--- config.mk ---
export PLATFORM = sky130hd
export DESIGN_NAME = sync_triggered_packet_extractor_unit
export DESIGN_NICKNAME = d
export VERILOG_FILES = /design/src/hw/rtl/stpe_pkg.sv /design/src/hw/rtl/stpe_fifo.sv /design/src/hw/rtl/stpe_front.sv /design/src/hw/rtl/stpe_back.sv /design/src/hw/rtl/sync_triggered_packet_extractor_unit.sv
export SDC_FILE = /design/constraint.sdc
export NUM_CORES = 1
export LEC_CHECK = 0
export ABC_AREA = 1
export BUFFER_PORTS_ARGS = -buffer_cell sky130_fd_sc_hd__buf_2
export CAP_MARGIN = 0
export CORE_ASPECT_RATIO = 1.4
export CORE_MARGIN = 1.5
export CORE_UTILIZATION = 63
export CTS_CLUSTER_DIAMETER = 60
export DETAILED_ROUTE_END_ITERATION = 6
export PLACE_DENSITY = 0.86
export SLEW_MARGIN = 20
export SYNTH_ARGS = -nofsm -noshare
export SYNTH_HDL_FRONTEND = slang
export SYNTH_HIERARCHICAL = 1
export SYNTH_SLANG_ARGS = --single-unit
--- constraint.sdc ---
create_clock -name clock -period 7.1 [get_ports clock]
set_input_delay 1.065 -clock clock [delete_from_list [all_inputs] [get_ports clock]]
set_output_delay 1.065 -clock clock [all_outputs]
set_load 0.02 [all_outputs]
--- src/hw/rtl/stpe_pkg.sv ---
// Package for the sync triggered packet extractor: sizes, codes, shared types.
// No dependencies; imported by stpe_front, stpe_back and the top level.
package stpe_pkg;

   localparam int MAX_LEN       = 32;
   localparam int MAX_PENDING   = 2;
   localparam int MAX_RESULTS   = 64;
   localparam int BITS_PER_BYTE = 8;

   localparam int LEN_W      = $clog2(MAX_LEN + 1);
   localparam int RING_AW    = $clog2(2 * MAX_LEN);
   localparam int RING_DEPTH = 1 << RING_AW;
   localparam int EMIT_N     = MAX_PENDING + 1;
   localparam int ECNT_W     = $clog2(EMIT_N + 1);
   localparam int PK_W       = $clog2(EMIT_N);
   localparam int SLOT_W     = (MAX_PENDING > 1) ? $clog2(MAX_PENDING) : 1;
   localparam int SLOT_CW    = $clog2(MAX_PENDING + 1);
   localparam int RES_W      = $clog2(MAX_RESULTS + 1);
   localparam int BIT_W      = $clog2(BITS_PER_BYTE);

   localparam int CMD_DEPTH_DEF = 4;
   localparam int OUT_DEPTH_DEF = 4;

   localparam int CSR_IDX_W  = 2;
   localparam int CSR_DATA_W = 8;

   localparam logic [CSR_IDX_W-1:0] CSR_PKT_LEN    = 2'd0;
   localparam logic [CSR_IDX_W-1:0] CSR_PACK_BITS  = 2'd1;
   localparam logic [CSR_IDX_W-1:0] CSR_USE_LENGTH = 2'd2;

   localparam logic [5:0] PKT_LEN_RST = 6'd32;

   typedef struct packed {
      logic [5:0] pkt_len;
      logic       pack_bits;
      logic       use_length;
   } cfg_type;

   typedef struct packed {
      logic [ECNT_W-1:0]            count;
      logic                         ovf;
      logic [RING_AW-1:0]           end_pos;
      logic [EMIT_N-1:0][LEN_W-1:0] lens;
   } cmd_type;

   typedef struct packed {
      logic [7:0] out_value;
      logic       last;
      logic       empty_res;
      logic       overflow;
   } rsp_type;

   typedef struct packed {
      logic               en;
      logic [RING_AW-1:0] addr;
      logic [7:0]         data;
   } ring_wr_type;

   typedef struct packed {
      logic               valid;
      logic [RING_AW-1:0] end_pos;
   } back_stat_type;

   typedef enum logic [1:0] {
      BK_IDLE,
      BK_SETUP,
      BK_RUN
   } back_state_type;

endpackage

--- src/hw/rtl/stpe_fifo.sv ---
// Small register queue, first word in first out, head visible while not empty.
// No dependencies; used for the command queue and the result queue.
module stpe_fifo #(
   parameter int WIDTH = 8,
   parameter int DEPTH = 4
) (
   input  logic                       clock,
   input  logic                       reset,
   input  logic                       push,
   input  logic [WIDTH-1:0]           wdata,
   input  logic                       pop,
   output logic [WIDTH-1:0]           rdata,
   output logic [$clog2(DEPTH+1)-1:0] count,
   output logic                       full,
   output logic                       empty
);

   localparam int PTR_W = (DEPTH > 1) ? $clog2(DEPTH) : 1;
   localparam int CNT_W = $clog2(DEPTH + 1);

   logic [WIDTH-1:0] mem_ff [DEPTH];
   logic [PTR_W-1:0] wr_ptr_ff, wr_ptr_in;
   logic [PTR_W-1:0] rd_ptr_ff, rd_ptr_in;
   logic [CNT_W-1:0] count_ff, count_in;
   logic             do_push, do_pop;

   assign full    = (count_ff == CNT_W'(DEPTH));
   assign empty   = (count_ff == '0);
   assign count   = count_ff;
   assign rdata   = mem_ff[rd_ptr_ff];
   assign do_push = push && !full;
   assign do_pop  = pop && !empty;

   always_comb begin
      wr_ptr_in = wr_ptr_ff;
      rd_ptr_in = rd_ptr_ff;
      count_in  = count_ff;
      if (do_push) begin
         wr_ptr_in = (wr_ptr_ff == PTR_W'(DEPTH - 1)) ? '0 : wr_ptr_ff + PTR_W'(1);
      end
      if (do_pop) begin
         rd_ptr_in = (rd_ptr_ff == PTR_W'(DEPTH - 1)) ? '0 : rd_ptr_ff + PTR_W'(1);
      end
      if (do_push && !do_pop) begin
         count_in = count_ff + CNT_W'(1);
      end else if (do_pop && !do_push) begin
         count_in = count_ff - CNT_W'(1);
      end
   end

   always_ff @(posedge clock) begin
      if (reset) begin
         wr_ptr_ff <= '0;
         rd_ptr_ff <= '0;
         count_ff  <= '0;
      end else begin
         wr_ptr_ff <= wr_ptr_in;
         rd_ptr_ff <= rd_ptr_in;
         count_ff  <= count_in;
      end
   end

   always_ff @(posedge clock) begin
      if (do_push) begin
         mem_ff[wr_ptr_ff] <= wdata;
      end
   end

endmodule

--- src/hw/rtl/stpe_front.sv ---
// Front end: takes input words, writes the history ring, keeps the pending table
// and issues one command per word that completes packets. Uses stpe_pkg.
module stpe_front
   import stpe_pkg::*;
(
   input  logic          clock,
   input  logic          reset,
   input  cfg_type       cfg,
   input  logic          req_push,
   output logic          req_full,
   input  logic [7:0]    req_sample,
   input  logic          req_sync,
   input  logic          req_length_valid,
   input  logic [15:0]   req_length,
   input  logic          cmd_full,
   input  back_stat_type bstat,
   output logic          cmd_push,
   output cmd_type       cmd_wdata,
   output ring_wr_type   ring_wr
);

   logic [RING_AW-1:0] wp_ff, wp_in;
   logic               ovf_ff, ovf_in;
   logic [MAX_PENDING-1:0]            pv_ff, pv_in;
   logic [MAX_PENDING-1:0][LEN_W-1:0] prem_ff, prem_in;
   logic [MAX_PENDING-1:0][LEN_W-1:0] plen_ff, plen_in;

   logic                         accept, ring_safe;
   logic [RING_AW-1:0]           gap;
   logic [LEN_W-1:0]             eff, newlen;
   logic                         is_short, drop;
   logic [SLOT_CW-1:0]           used, n;
   logic [ECNT_W-1:0]            ne;
   logic [EMIT_N-1:0][LEN_W-1:0] elens;

   assign gap       = wp_ff - bstat.end_pos;
   assign ring_safe = !bstat.valid ||
                      ((gap != '0) && (gap <= RING_AW'(RING_DEPTH - MAX_LEN)));
   assign req_full  = cmd_full || !ring_safe;
   assign accept    = req_push && !req_full;

   assign ring_wr.en   = accept;
   assign ring_wr.addr = wp_ff;
   assign ring_wr.data = req_sample;

   always_comb begin
      eff      = (32'(cfg.pkt_len) > MAX_LEN) ? LEN_W'(MAX_LEN) : LEN_W'(cfg.pkt_len);
      newlen   = eff;
      if (cfg.use_length && req_length_valid && (32'(req_length) < 32'(eff))) begin
         newlen = LEN_W'(req_length);
      end
      is_short = (newlen <= LEN_W'(1));

      used = '0;
      for (int i = 0; i < MAX_PENDING; i++) begin
         if (pv_ff[i] && (prem_ff[i] > LEN_W'(1))) begin
            used = used + SLOT_CW'(1);
         end
      end
      drop = req_sync && !is_short && (32'(used) >= MAX_PENDING);

      pv_in   = '0;
      prem_in = '0;
      plen_in = '0;
      elens   = '0;
      n       = '0;
      ne      = '0;
      for (int i = 0; i < MAX_PENDING; i++) begin
         if (pv_ff[i]) begin
            if (prem_ff[i] <= LEN_W'(1)) begin
               for (int j = 0; j < EMIT_N; j++) begin
                  if (ne == ECNT_W'(j)) begin
                     elens[j] = plen_ff[i];
                  end
               end
               ne = ne + ECNT_W'(1);
            end else begin
               for (int j = 0; j < MAX_PENDING; j++) begin
                  if (n == SLOT_CW'(j)) begin
                     pv_in[j]   = 1'b1;
                     prem_in[j] = prem_ff[i] - LEN_W'(1);
                     plen_in[j] = plen_ff[i];
                  end
               end
               n = n + SLOT_CW'(1);
            end
         end
      end

      if (req_sync && is_short) begin
         for (int j = 0; j < EMIT_N; j++) begin
            if (ne == ECNT_W'(j)) begin
               elens[j] = newlen;
            end
         end
         ne = ne + ECNT_W'(1);
      end else if (req_sync && !drop) begin
         for (int j = 0; j < MAX_PENDING; j++) begin
            if (n == SLOT_CW'(j)) begin
               pv_in[j]   = 1'b1;
               prem_in[j] = newlen - LEN_W'(1);
               plen_in[j] = newlen;
            end
         end
      end

      ovf_in = ovf_ff || drop;
      wp_in  = wp_ff + RING_AW'(1);

      cmd_push          = accept && (ne != '0);
      cmd_wdata.count   = ne;
      cmd_wdata.ovf     = ovf_in;
      cmd_wdata.end_pos = wp_ff;
      cmd_wdata.lens    = elens;
   end

   always_ff @(posedge clock) begin
      if (reset) begin
         wp_ff   <= '0;
         ovf_ff  <= 1'b0;
         pv_ff   <= '0;
         prem_ff <= '0;
         plen_ff <= '0;
      end else if (accept) begin
         wp_ff   <= wp_in;
         ovf_ff  <= ovf_in;
         pv_ff   <= pv_in;
         prem_ff <= prem_in;
         plen_ff <= plen_in;
      end
   end

endmodule

--- src/hw/rtl/stpe_back.sv ---
// Back end: holds the history ring, takes commands and reads each packet out,
// one ring item per cycle while the result queue has room, packing bits when asked. Uses stpe_pkg.
module stpe_back
   import stpe_pkg::*;
#(
   parameter int OUT_DEPTH = OUT_DEPTH_DEF
) (
   input  logic                           clock,
   input  logic                           reset,
   input  cfg_type                        cfg,
   input  ring_wr_type                    ring_wr,
   input  cmd_type                        cmd_rdata,
   input  logic                           cmd_empty,
   output logic                           cmd_pop,
   output back_stat_type                  bstat,
   input  logic [$clog2(OUT_DEPTH+1)-1:0] out_count,
   output logic                           out_push,
   output rsp_type                        out_wdata
);

   logic [7:0] ring_mem [RING_DEPTH];

   back_state_type     st_ff, st_in;
   cmd_type            rec_ff, rec_in;
   logic [PK_W-1:0]    pk_ff, pk_in;
   logic [RING_AW-1:0] addr_ff, addr_in;
   logic [LEN_W-1:0]   rem_ff, rem_in;
   logic [BIT_W-1:0]   bit_ff, bit_in;
   logic [RES_W-1:0]   cnt_ff, cnt_in;

   logic       s1_v_ff, s1_emit_ff, s1_keep_ff, s1_last_ff, s1_empty_ff, s1_ovf_ff;
   logic [7:0] rdata_ff;
   logic [7:0] acc_ff, acc_in;

   logic             room, iss, iss_emit, iss_last, iss_empty, iss_keep, final_pk;
   logic [LEN_W-1:0] cur_len, items;

   always_comb begin
      st_in   = st_ff;
      rec_in  = rec_ff;
      pk_in   = pk_ff;
      addr_in = addr_ff;
      rem_in  = rem_ff;
      bit_in  = bit_ff;
      cnt_in  = cnt_ff;
      cmd_pop   = 1'b0;
      iss       = 1'b0;
      iss_emit  = 1'b0;
      iss_last  = 1'b0;
      iss_empty = 1'b0;

      room     = (32'(out_count) + 2) <= OUT_DEPTH;
      cur_len  = rec_ff.lens[pk_ff];
      items    = cfg.pack_bits ? (cur_len & ~LEN_W'(BITS_PER_BYTE - 1)) : cur_len;
      final_pk = (ECNT_W'(pk_ff) + ECNT_W'(1)) == rec_ff.count;

      case (st_ff)
         BK_IDLE: begin
            if (!cmd_empty) begin
               cmd_pop = 1'b1;
               rec_in  = cmd_rdata;
               pk_in   = '0;
               cnt_in  = '0;
               st_in   = BK_SETUP;
            end
         end
         BK_SETUP: begin
            if (items == '0) begin
               if (room) begin
                  iss       = 1'b1;
                  iss_emit  = 1'b1;
                  iss_last  = 1'b1;
                  iss_empty = 1'b1;
                  pk_in     = pk_ff + PK_W'(1);
                  st_in     = final_pk ? BK_IDLE : BK_SETUP;
               end
            end else begin
               addr_in = rec_ff.end_pos + RING_AW'(1) - RING_AW'(cur_len);
               rem_in  = items - LEN_W'(1);
               bit_in  = '0;
               st_in   = BK_RUN;
            end
         end
         BK_RUN: begin
            if (room) begin
               iss      = 1'b1;
               iss_emit = !cfg.pack_bits || (bit_ff == BIT_W'(BITS_PER_BYTE - 1));
               iss_last = (rem_ff == '0);
               addr_in  = addr_ff + RING_AW'(1);
               rem_in   = rem_ff - LEN_W'(1);
               bit_in   = bit_ff + BIT_W'(1);
               if (rem_ff == '0) begin
                  pk_in = pk_ff + PK_W'(1);
                  st_in = final_pk ? BK_IDLE : BK_SETUP;
               end
            end
         end
         default: begin
            st_in = BK_IDLE;
         end
      endcase

      iss_keep = (32'(cnt_ff) < MAX_RESULTS);
      if (iss && iss_emit && iss_keep) begin
         cnt_in = cnt_ff + RES_W'(1);
      end
   end

   always_ff @(posedge clock) begin
      if (reset) begin
         st_ff   <= BK_IDLE;
         s1_v_ff <= 1'b0;
      end else begin
         st_ff   <= st_in;
         s1_v_ff <= iss;
      end
   end

   always_ff @(posedge clock) begin
      rec_ff      <= rec_in;
      pk_ff       <= pk_in;
      addr_ff     <= addr_in;
      rem_ff      <= rem_in;
      bit_ff      <= bit_in;
      cnt_ff      <= cnt_in;
      s1_emit_ff  <= iss_emit;
      s1_keep_ff  <= iss_keep;
      s1_last_ff  <= iss_last;
      s1_empty_ff <= iss_empty;
      s1_ovf_ff   <= rec_ff.ovf;
      acc_ff      <= acc_in;
   end

   always_ff @(posedge clock) begin
      if (ring_wr.en) begin
         ring_mem[ring_wr.addr] <= ring_wr.data;
      end
      rdata_ff <= ring_mem[addr_ff];
   end

   always_comb begin
      acc_in = acc_ff;
      if (s1_v_ff && !s1_empty_ff) begin
         acc_in = {acc_ff[6:0], rdata_ff[0]};
      end
      out_push            = s1_v_ff && s1_emit_ff && s1_keep_ff;
      out_wdata.last      = s1_last_ff;
      out_wdata.empty_res = s1_empty_ff;
      out_wdata.overflow  = s1_ovf_ff;
      if (s1_empty_ff) begin
         out_wdata.out_value = '0;
      end else if (cfg.pack_bits) begin
         out_wdata.out_value = {acc_ff[6:0], rdata_ff[0]};
      end else begin
         out_wdata.out_value = rdata_ff;
      end
   end

   // oldest ring data still to be read, for the front's overwrite check
   assign bstat.valid   = (st_ff != BK_IDLE) || !cmd_empty;
   assign bstat.end_pos = (st_ff != BK_IDLE) ? rec_ff.end_pos : cmd_rdata.end_pos;

endmodule

--- src/hw/rtl/sync_triggered_packet_extractor_unit.sv ---
// Sync triggered packet extractor, top level: configuration registers, queues,
// front and back ends. Uses stpe_pkg, stpe_fifo, stpe_front and stpe_back.
//
// Each word carries a sample and a sync flag; a sync opens a packet of pkt_len
// items, at most 32 (or the word's own length, clamped to that, when use_length
// and length_valid are set). Up to two packets may be open at once; a further
// sync is dropped and sets the sticky overflow bit seen on every later result. When a
// packet's last item is in, its bytes (or, with pack_bits set, bit 0 of each item
// packed MSB first) come out in order of packet start, last set on the final byte;
// a packet with no bytes gives a single result with empty_res set. The front takes
// one word per cycle while the command queue has room and the ring keeps the oldest
// unread packet intact. The back reads the ring one item per cycle through its
// single read port while the result queue has room; each packet passes a setup
// state first, an empty packet is emitted there, and each command is fetched in
// the idle state, so throughput follows packet density. csr_ready is always high.
module sync_triggered_packet_extractor_unit
   import stpe_pkg::*;
#(
   parameter int CMD_DEPTH = CMD_DEPTH_DEF,
   parameter int OUT_DEPTH = OUT_DEPTH_DEF
) (
   input  logic                  clock,
   input  logic                  reset,
   input  logic                  csr_valid,
   output logic                  csr_ready,
   input  logic [CSR_IDX_W-1:0]  csr_index,
   input  logic [CSR_DATA_W-1:0] csr_wdata,
   input  logic                  req_push,
   output logic                  req_full,
   input  logic [7:0]            req_sample,
   input  logic                  req_sync,
   input  logic                  req_length_valid,
   input  logic [15:0]           req_length,
   output logic                  rsp_empty,
   input  logic                  rsp_pop,
   output logic [7:0]            rsp_out_value,
   output logic                  rsp_last,
   output logic                  rsp_empty_res,
   output logic                  rsp_overflow
);

   cfg_type       cfg_ff, cfg_in;
   back_stat_type bstat;
   ring_wr_type   ring_wr;
   cmd_type       cmd_wdata, cmd_rdata;
   logic          cmd_push, cmd_pop, cmd_full, cmd_empty;
   logic [$clog2(CMD_DEPTH+1)-1:0] cmd_count;
   rsp_type       out_wdata, out_rdata;
   logic          out_push, out_full;
   logic [$clog2(OUT_DEPTH+1)-1:0] out_count;

   assign csr_ready = 1'b1;

   always_comb begin
      cfg_in = cfg_ff;
      if (csr_valid) begin
         case (csr_index)
            CSR_PKT_LEN:    cfg_in.pkt_len    = csr_wdata[5:0];
            CSR_PACK_BITS:  cfg_in.pack_bits  = csr_wdata[0];
            CSR_USE_LENGTH: cfg_in.use_length = csr_wdata[0];
            default:        cfg_in = cfg_ff;
         endcase
      end
   end

   always_ff @(posedge clock) begin
      if (reset) begin
         cfg_ff.pkt_len    <= PKT_LEN_RST;
         cfg_ff.pack_bits  <= 1'b0;
         cfg_ff.use_length <= 1'b0;
      end else begin
         cfg_ff <= cfg_in;
      end
   end

   stpe_front u_front (
      .clock            (clock),
      .reset            (reset),
      .cfg              (cfg_ff),
      .req_push         (req_push),
      .req_full         (req_full),
      .req_sample       (req_sample),
      .req_sync         (req_sync),
      .req_length_valid (req_length_valid),
      .req_length       (req_length),
      .cmd_full         (cmd_full),
      .bstat            (bstat),
      .cmd_push         (cmd_push),
      .cmd_wdata        (cmd_wdata),
      .ring_wr          (ring_wr)
   );

   stpe_fifo #(
      .WIDTH ($bits(cmd_type)),
      .DEPTH (CMD_DEPTH)
   ) u_cmd_q (
      .clock (clock),
      .reset (reset),
      .push  (cmd_push),
      .wdata (cmd_wdata),
      .pop   (cmd_pop),
      .rdata (cmd_rdata),
      .count (cmd_count),
      .full  (cmd_full),
      .empty (cmd_empty)
   );

   stpe_back #(
      .OUT_DEPTH (OUT_DEPTH)
   ) u_back (
      .clock     (clock),
      .reset     (reset),
      .cfg       (cfg_ff),
      .ring_wr   (ring_wr),
      .cmd_rdata (cmd_rdata),
      .cmd_empty (cmd_empty),
      .cmd_pop   (cmd_pop),
      .bstat     (bstat),
      .out_count (out_count),
      .out_push  (out_push),
      .out_wdata (out_wdata)
   );

   stpe_fifo #(
      .WIDTH ($bits(rsp_type)),
      .DEPTH (OUT_DEPTH)
   ) u_out_q (
      .clock (clock),
      .reset (reset),
      .push  (out_push),
      .wdata (out_wdata),
      .pop   (rsp_pop),
      .rdata (out_rdata),
      .count (out_count),
      .full  (out_full),
      .empty (rsp_empty)
   );

   // result queue room is managed by the back end; full only gates the push
   assign rsp_out_value = out_rdata.out_value;
   assign rsp_last      = out_rdata.last && !(out_full && cmd_count == '1 && 1'b0);
   assign rsp_empty_res = out_rdata.empty_res;
   assign rsp_overflow  = out_rdata.overflow;

endmodule
# --- Yosys cells after proc, flatten, opt, wreduce, memory -nomap -nowiden ---
# Memories as Yosys holds them, arrays and structs flattened. A register that Yosys moved wholly into a read port is not among the register bits.
# Index checks and enable logic that the tools add are counted.
totals:
  romBits: 0
  ram_bits: 664
  mem_count: 3
  ff_bits: 121
  latchBits: 0
op_classes:
  magnitude_cmp: 12
  addsub: 26
  n_reduce_logical: 70
  n_bitwise: 1
  multipliers: 0
  n_div: 0
  mux: 112
  eq_ne: 26
  shift: 0
memory_table:
  columns: ["memory", "words", "width", "read_ports", "rd_clocked_by_memory_dff", "wr", "line", "source"]
  rows:
  - ["u_back.ring_mem", 64, 8, 1, 1, 1, "stpe_back.sv:21", "logic [7:0] ring_mem [RING_DEPTH];"]
  - ["u_cmd_q.mem_ff", 4, 27, 1, 1, 1, "stpe_fifo.sv:21", "logic [WIDTH-1:0] mem_ff [DEPTH];"]
  - ["u_out_q.mem_ff", 4, 11, 1, 1, 1, "stpe_fifo.sv:21", null]
op_table:
  columns: ["operator", "n"]
  rows:
  - ["two-way mux 6 bit", 28]
  - ["two-way mux 12 bit", 8]
  - ["two-way mux 2 bit", 30]
  - ["two-way mux 18 bit", 3]
  - ["less-or-equal comparator 32 x 3 -> 1 bit (second input constant)", 1]
  - ["subtractor 6 x 1 -> 6 bit (second input constant)", 5]
  - ["logical AND 1 bit", 24]
  - ["one-hot mux 6 bit (2 select lines)", 2]
  - ["two-way mux 1 bit", 22]
  - ["two-way mux 3 bit", 7]
  - ["two-way mux 7 bit", 3]
  - ["adder 6 x 1 -> 6 bit (second input constant)", 3]
  - ["less-or-equal comparator 6 x 1 -> 1 bit (second input constant)", 3]
  - ["adder 2 x 1 -> 2 bit (second input constant)", 8]
  - ["== test 2 bit (second input constant)", 8]
  - ["< comparator 16 x 6 -> 1 bit", 1]
  - ["two-way mux 8 bit", 2]
  - ["zero test 1 bit", 15]
  - ["binary-select mux 6 bit (select 2 bit)", 1]
  - ["== test 2 x 1 -> 1 bit (second input constant)", 6]
  - ["greater-than comparator 6 x 1 -> 1 bit (second input constant)", 2]
  - ["zero test 2 bit", 6]
  - ["zero test 6 bit", 2]
  - ["one-hot mux 2 bit (3 select lines)", 2]
  - ["other kinds (28)", 55]

# --- Logic depth before layout (Yosys ltp) ---
# Gate-level depths: netlist (run 1).
logic_depth:
  ltp_word: 16
  depth_mapped: 34
  mapped_depth_nobuf: 32

# --- Modules after synthesis ---
# The synthesis (run 1) kept the hierarchy.
by_module_without_submodules:
  columns: ["mod", "area_per_inst_um2", "cells_per_inst", "n_inst", "seq_area_each_um2"]
  rows:
  - ["stpe_back", 23784.1, 1882, 1, 17436.7]
  - ["stpe_fifo at u_cmd_q", 4556.9, 332, 1, 3423.3]
  - ["stpe_front", 3344.5, 511, 1, 660.6]
  - ["stpe_fifo at u_out_q", 2172.1, 178, 1, 1501.4]
  - ["sync_triggered_packet_extractor_unit", 382.9, 57, 1, 160.2]

# --- Least setup slack after synthesis (run 1) ---
# Ideal clock, no wire load.
synth_path:
  path_type: "input to register"
  from: "input port req_length[3]"
  to: "memory u_cmd_q/mem_ff[3][0] (netlist bit), enable pin"
  slack_ns: 2.501
  required_ns: 6.689
  stages: 16
  t_arrival_ns: 4.189
  cell_sequence: "ha_1 > a21oi_1 > nand2_1 > nand2_4 > nand2_1 > nand2_1 > nand2_2 > inv_1 > ha_1 > nand2_2 > nand2_4 > nand3_4 > xor2_1 > a21oi_1 > nand2_2 > nor2_1"
synth_via:
  elab_chain_cells: 11
synth_lines:
  columns: ["element", "line", "source"]
  rows:
  - ["start: declaration", "sync_triggered_packet_extractor_unit.sv:33", "input logic [15:0] req_length,"]
  - ["< comparator 16 x 6 -> 1 bit", "stpe_front.sv:49", "if (cfg.use_length && req_length_valid && (32'(req_length) < 32'(eff))) begin"]
  - ["logical AND 1 bit", "stpe_front.sv:49", null]
  - ["two-way mux 6 bit (*)", "stpe_front.sv:49", null]
  - ["less-or-equal comparator 6 x 1 -> 1 bit (*)", "stpe_front.sv:52", "is_short = (newlen <= LEN_W'(1));"]
  - ["logical AND 1 bit (*)", "stpe_front.sv:90", "if (req_sync && is_short) begin"]
  - ["two-way mux 2 bit (*)", "stpe_front.sv:90", null]
  - ["nonzero test 2 bit (*)", "stpe_front.sv:110", "cmd_push = accept && (ne != '0);"]
  - ["logical AND 1 bit (*)", "stpe_front.sv:110", null]
  - ["via cmd_push", "sync_triggered_packet_extractor_unit.sv:46", "logic cmd_push, cmd_pop, cmd_full, cmd_empty;"]
  - ["logical AND 1 bit (*)", "stpe_fifo.sv:31", "assign do_push = push && !full;"]
  - ["two-way mux 1 bit (*)", "stpe_fifo.sv:64", "if (do_push) begin"]
  - ["two-way mux 1 bit (implied by the code) (*)", "stpe_fifo.sv:65", "mem_ff[wr_ptr_ff] <= wdata;"]
  - ["end: declaration", "stpe_fifo.sv:21", null]
# The timed path passes the listed nets; every way through them passes the cells marked *.

==> summary.md, run 1 <==
| Metric | Value |
|---|---|
| Final worst hold slack | between 300 and 400 ps |
| HP Class | register to register |
| Mean Syn Cell Area | 11.6 sq um |
| Initial antenna violation count | 2 |
| R2R Setup Slk | ~1400 ps |
| Pre-CTS setup slack | between 1500 and 2000 ps |
| Die Y | 279 um |
| DIE WIDTH | ~200 um |
| MaxCap Viol Count | 0 |
| Clk Latency, worst-skew pair | a little over 600 ps |
| CTS tree | built |
| Area after DPL | 34800 sq um |
| Required @ worst endpoint | between 7000 and 8000 ps |
| Detailed Place HPWL | between 40000 and 50000 um |
| Total gr overflow | 0 |
| Area grow syn2layout | 8.40% |
| Power per standard cell area | 410 nW/um^2 |
| Worst setup SP type | register |
| Leak | 12.8 nW |
| Setup violators final | 0 |
| Family with the most delay on the worst path | simple AND/OR/NAND/NOR gates |
| Crit-path slowest cell | nor2_1 |
| # DRC | 0 |
| CTS Buffer Depth | 3 |
| WL per Instance | around 22 um |
| Setup TNS | 0 ps |
| Post-CTS sizing | 0 |
| Layout cells sized above 1 | under 10% |
| CTS sink count | 797 |
| Core box area | around 53000 sq um |
| Total power | around 15 mW |
| Syn Std Cell Area | about 34000 sq um |
| Vias in the first global route | roughly 24000 |
| Clock Pin Slew Worst Setup and Hold Paths | roughly 60 ps |
| Routed Antenna Nets | 0 |
| Initial DRC count | 2990 |
| GRT Resource Usage Total | between 20% and 30% |
| Nets | 3044 |
| Critical path cell sequence | inv_8 > o21ai_1 > o22ai_1 > nand2_1 > o21ai_0 > inv_1 > ha_1 > nand2_1 > nand2_1 > a21oi_1 > inv_1 > nand2_1 > nand2_1 > nand2_1 > nand2_1 > xor2_1 > nand2_1 > nand3_2 > nand3_4 > inv_2 > nand4_1 > nor2_1 |
| WS Path Type | register to register |
| Critical path endpoint category | register |
| Crit-path max cell delay | around 950 ps |
| CTS Buf Count | 71 |
| Slew margin rel. | 25.7% |
| Arr. time, crit path | 5970 ps |
| Status | completed |
| Root Buffer | clkbuf_16 |
| Die Footprint | 55800 sq um |
| Setup ws final | roughly 1400 ps |
| Crit path top cell by count | nand2_1 |
| Via count | 23400 |
| Synthesis Warnings | 6 |
| DR vias/cell | roughly 6.3 |
| Max VDD drop | roughly 0.33 mV |
| H-tree depth | 3 |
| Detailed Route WL | between 80000 and 90000 um |
| Max Clock Freq | between 0.15 and 0.2 GHz |
| Tightest Pin Transition | approximately 1100 ps |
| # port buffers | 51 |
| First-pass GRT wire length | ~130000 um |
| RSZ-0062 raised after global routing | false |
| # Post-CTS Setup Buffers | 0 |
| Core Rows | 100 |
| Drt first pass iters | 7 |
| Hold Vio Cnt, Final | 0 |
| Pins Over Slew Limit | 0 |
| Tmin final | approximately 5700 ps |
| Final Cycle Share | ~80% |
| Crit path buffers/inverters | 4 |
| FILL cells | 3432 |
| Layout Skew | between 40 and 50 ps |
| Largest net degree at the start of global routing | between 150 and 200 |
| Cells after Synth | 2959 |
| Final GP Congestion | 0.910 |
| Critical Path Fanout Max | between 50 and 60 |
| Starting Density | ~64% |
| Cell area after layout | ~37000 sq um |
| I/O pins | 55 |
| Hold-fix buffers, CTS | 0 |
## stage by stage
| step | std cells | utilization [%] |
|---|---|---|
| global placement | 3588 | 65.1 |
| floorplan | 2962 | - |
| detailed placement | 3588 | 65.1 |
| global route | 3718 | 69.5 |
| CTS | 3717 | 69.5 |
| finish | 3718 | 69.5 |
## worst register-to-register path: stages, from the launching register on
cell and delay (ps):
dfxtp_1 860, inv_8 260, o21ai_1 260, o22ai_1 100
nand2_1 70, o21ai_0 90, inv_1 80, ha_1 240
nand2_1 70, nand2_1 80, a21oi_1 140, inv_1 70
nand2_1 90, nand2_1 90, nand2_1 70, nand2_1 90
xor2_1 180, nand2_1 110, nand3_2 150, nand3_4 300
inv_2 310, nand4_1 690, nor2_1 950
## cells in the final DEF (no fill, tap or decap), types with 4 or more instances in the layout
cell type and n:
a21oi_1 69, buf_2 51, buf_4 36, bufinv_16 5, clkbuf_1 10, clkbuf_16 74, clkinv_1 9, clkinv_2 15
clkinvlp_4 8, conb_1 5, dfxtp_1 75, edfxtp_1 722, ha_1 53, inv_1 165, inv_2 14, inv_6 5
nand2_1 291, nand2_2 11, nand2_4 10, nand3_1 96, nand3_4 4, nand3b_1 14, nand4_1 41, nor2_1 518
nor2_2 12, nor2_4 7, nor3_1 10, nor4_1 10, o211ai_1 47, o211ai_2 8, o21ai_0 329, o21ai_1 53
o221ai_1 17, o22ai_1 134, xnor2_1 13, xor2_1 19
## area by class of cell
| class | instances | area (sq um) | area share [%] |
|---|---|---|---|
| clock buffer | 87 | 1930 | 5.20 |
| tap | 714 | 893 | 2.41 |
| multi-input combinational | 1803 | 9430 | 25.4 |
| inverter | 185 | 712 | 1.92 |
| clock inverter | 42 | 393 | 1.06 |
| sequential | 797 | 23200 | 62.5 |
| antenna | 1 | 2.50 | 0.00674 |
| timing repair buffer | 89 | 566 | 1.52 |
## sequential cells by signal, indices dropped and copies added (netlist names), 2 cells and up, named ones only
| signal | flops |
|---|---|
| u_back/addr_ff | 6 |
| cfg_ff | 8 |
| u_cmd_q/rd_ptr_ff | 2 |
| u_cmd_q/count | 3 |
| u_front/wp_ff | 6 |
| u_cmd_q/mem_ff | 108 |
| u_cmd_q/wr_ptr_ff | 2 |
| u_back/rec_ff | 27 |
| u_back/ring_mem | 512 |
| u_out_q/mem_ff | 44 |
| u_back/cnt_ff | 7 |
| u_back/bit_ff | 3 |
| u_front/plen_ff | 12 |
| u_front/prem_ff | 12 |
| u_back/rdata_ff | 8 |
| u_front/pv_ff | 2 |
| u_back/rem_ff | 6 |
| u_out_q/wr_ptr_ff | 2 |
| u_back/acc_ff | 7 |
| u_back/st_ff | 2 |
| u_out_q/count | 3 |
| u_out_q/rd_ptr_ff | 2 |
| u_back/pk_ff | 2 |
## report_power, final
group / switching, mW / internal (mW)
registers: 0.301 / 5.67
clock network: 1.70 / 2.14
logic: 3.85 / 1.57
## path summary, 6_finish.rpt
check                    startpoint                     end  cells past startpoint
setup / recovery           register  u_back/ring_mem[24][7]                     22
hold / removal    u_back/rec_ff[24]        u_back/s1_ovf_ff                      0
setup reg to reg           register  u_back/ring_mem[24][7]                     22
hold reg to reg   u_back/rec_ff[24]        u_back/s1_ovf_ff                      0
## per-layer routing
layer	GRT usage, %	up-vias	part of all wire [%]
li1	-	10500	-
met1	34.9	11200	34
met2	51.4	1391	51
met3	4.70	283	8.6
met4	18.1	2	5.8
met5	0	-	0.016
Note: power is estimated with default switching activity, not from simulation.
==> run 2: changes to the inputs <==
==> constraint.sdc (replaced) <==
create_clock -name clock -period 5.75 [get_ports clock]
set_input_delay 0.8625 -clock clock [delete_from_list [all_inputs] [get_ports clock]]
set_output_delay 0.8625 -clock clock [all_outputs]
set_load 0.02 [all_outputs]
==> run 2 against run 1 <==
Cell count grew 1.2%. Core utilization grew 0.67 points. Via count grew 3.2%. Critical path type unchanged. Flip-flop and latch count is the same. Largest power group unchanged. Worst setup slack lost 590 ps. Total power grew 25%. Count of clock-buffer cells in the layout shrank 5. Register-to-register slack lost 590 ps.
==> summary.md, run 2 (synthesis results as in run 1) <==
| Metric | Value |
|---|---|
| Status | completed |
| Layout Skew | 24.7 ps (-15.7 ps) |
| Initial DRC count | 3028 (+1.3%) |
| Commonest non-fill, non-tap cells in the layout | edfxtp_1, nor2_1, o21ai_0, nand2_1, inv_1 |
| FILL cells | 3325 (-3.1%) |
| I/O pins | 55 (unchanged) |
| Nets | 3087 (+1.4%) |
| Max VDD drop | 0.610 mV (+86%) |
| CTS sink count | 797 (unchanged) |
| Setup violators final | 0 (unchanged) |
| Switch Pwr | 7.33 mW (+26%) |
| Power per standard cell area | 507 nW/um^2 (+24%) |
| Pins Over Slew Limit | 0 (unchanged) |
| Via count | 24100 (+3.2%) |
| Critical path endpoint category | register |
| # port buffers | 51 (unchanged) |
| Tightest Pin Transition | 1210 ps (+100 ps) |
| Leak | 13.0 nW (+2.1%) |
| Multi-input gate area | 9410 sq um (-0.21%) |
| H-tree depth | 3 (unchanged) |
| Hold-fix buffers, CTS | 0 (unchanged) |
| Starting Density | 64.1% (unchanged) |
| Max FFs per register | 512 (unchanged) |
| Total gr overflow | 0 (unchanged) |
| Clock Pin Slew Worst Setup and Hold Paths | 60 ps (about the same) |
| Core Rows | 100 (unchanged) |
| Die Y | 279 um (unchanged) |
| Slew margin rel. | 19.1% (-6.6 points) |
| Post-CTS sizing | 0 (unchanged) |
| Layout cells sized above 1 | 11.0% (+1.5 points) |
| Core box area | 53400 sq um (unchanged) |
| Drt first pass iters | 6 (-1) |
| Setup TNS | 0 ps (unchanged) |
| MaxCap Viol Count | 0 (unchanged) |
| Post-layout util | 70.1% (+0.67 points) |
| HP Class | register to register |
| Final GP Congestion | 0.905 (-0.52%) |
| Required @ worst endpoint | 6060 ps (-1270 ps) |
| Arr. time, crit path | 5280 ps (-690 ps) |
| Final Cycle Share | 86.5% (+5.7 points) |
| Root Buffer | clkbuf_16 |
| Initial antenna violation count | 0 (-2) |
| CTS tree | built |
| Sequential power share | 38.7% (-0.5 points) |
| Area grow syn2layout | 9.45% |
| Detailed Place HPWL | 49400 um (+1.8%) |
| Clk pwr share | 25.5% (+0.3 points) |
| WL per Instance | 22.3 um (+2.0%) |
| First-pass GRT wire length | 130000 um (+2.9%) |
| Switch share | 38.6% (+0.23 points) |
| Vias in the first global route | 24500 (+4.2%) |
| DIE WIDTH | 200 um (unchanged) |
| CTS Buf Count | 71 (unchanged) |
| Max Clock Freq | 0.201 GHz (+15%) |
| # DRC | 0 (unchanged) |
| Total power | 19.0 mW (+25%) |
| Worst setup SP type | register |
| Final worst hold slack | 350 ps (-8.49 ps) |
| Largest net degree at the start of global routing | 259 (+53%) |
| CTS Buffer Depth | 3 (unchanged) |
| Critical Path Fanout Max | 14 (-74%) |
| Routed Antenna Nets | 0 (unchanged) |
| Detailed Route WL | 84100 um (+3.1%) |
| RSZ-0062 raised after global routing | false |
| Tmin final | 4970 ps (-763 ps) |
| Internal power | 11.7 mW (+24%) |
| Hold Vio Cnt, Final | 0 (unchanged) |
| Die Footprint | 55800 sq um (unchanged) |
| DR vias/cell | 6.41 (+2.0%) |
| Ant. Diodes | 0 (-1) |
| Comb power frac | 35.8% (+0.2 points) |
| Sequential cell area | 23200 sq um (unchanged) |
| Largest regs | u_back/ring_mem x512, u_cmd_q/mem_ff x108, u_out_q/mem_ff x44 |
| WS Path Type | register to register |
| # Post-CTS Setup Buffers | 0 (unchanged) |
| Largest register by flop count | u_back/ring_mem |
| Commonest non-fill, non-tap cell in the layout | edfxtp_1 |
| Clk Latency, worst-skew pair | 620 ps (about the same) |
| GRT Resource Usage Total | 30.6% (+0.83 points) |
==> run 2: critical path: stages (launching register included) <==
cell and delay [ps]:
dfxtp_1 750, o21ai_0 220, o22ai_1 260, nand2_1 70
o21ai_0 120, inv_1 80, ha_1 330, nand2_1 70
nand2_1 90, a21oi_1 150, inv_1 80, nand2_1 120
nand2_1 120, nand2_1 90, nand2_1 100, xnor2_1 170
nand3_1 110, nand3_2 150, nand3_4 160, inv_2 200
nand4_1 660, nor2_1 320, buf_4 230
==> run 2: worst paths after layout <==
kind | startpoint | endpoint | slack [ps] | depth (start not counted)
max | register | u_back/ring_mem[63][1] | 780 | 22
min | u_back/rec_ff[24] | u_back/s1_ovf_ff | 350 | 0
max reg2reg | register | u_back/ring_mem[63][1] | 780 | 22
min reg2reg | u_back/rec_ff[24] | u_back/s1_ovf_ff | 350 | 0
==> run 2: routing by layer <==
metal  track usage (%)  vias up  wire [um]
met2              52.9     1731      42900
met4              19.5        0       5550
met1              34.9    11400      27400
li1                  -    10600          -
met5                 0        -          0
met3              5.45      384       8210
==> run 2: stage by stage <==
step,setup slack (ps),area (sq um),std cells
2_1_floorplan,1350,34200,2962
3_3_place_gp,1280,35100,3631
3_5_place_dp,1110,35100,3631
4_1_cts,946,37500,3761
5_1_grt,445,37500,3761
6_report,778,37500,3761
==> run 2: power by group through the flow <==
stage	registers, mW	clock network (mW)	logic, mW
CTS	7.34	4.87	6.60
detailed placement	7.46	0	6.45
global route	7.40	5.08	7.32
global placement	7.43	0	6.11
floorplan	7.29	0	4.80
finish	7.35	4.84	6.80
==> run 2: final cells by class <==
| class | instances | share of cell area, % |
|---|---|---|
| clock inverter | 48 | 1.36 |
| inverter | 185 | 1.90 |
| timing repair buffer | 132 | 2.36 |
| clock buffer | 82 | 5.02 |
| sequential | 797 | 61.9 |
| multi-input combinational | 1803 | 25.1 |
| tap | 714 | 2.38 |
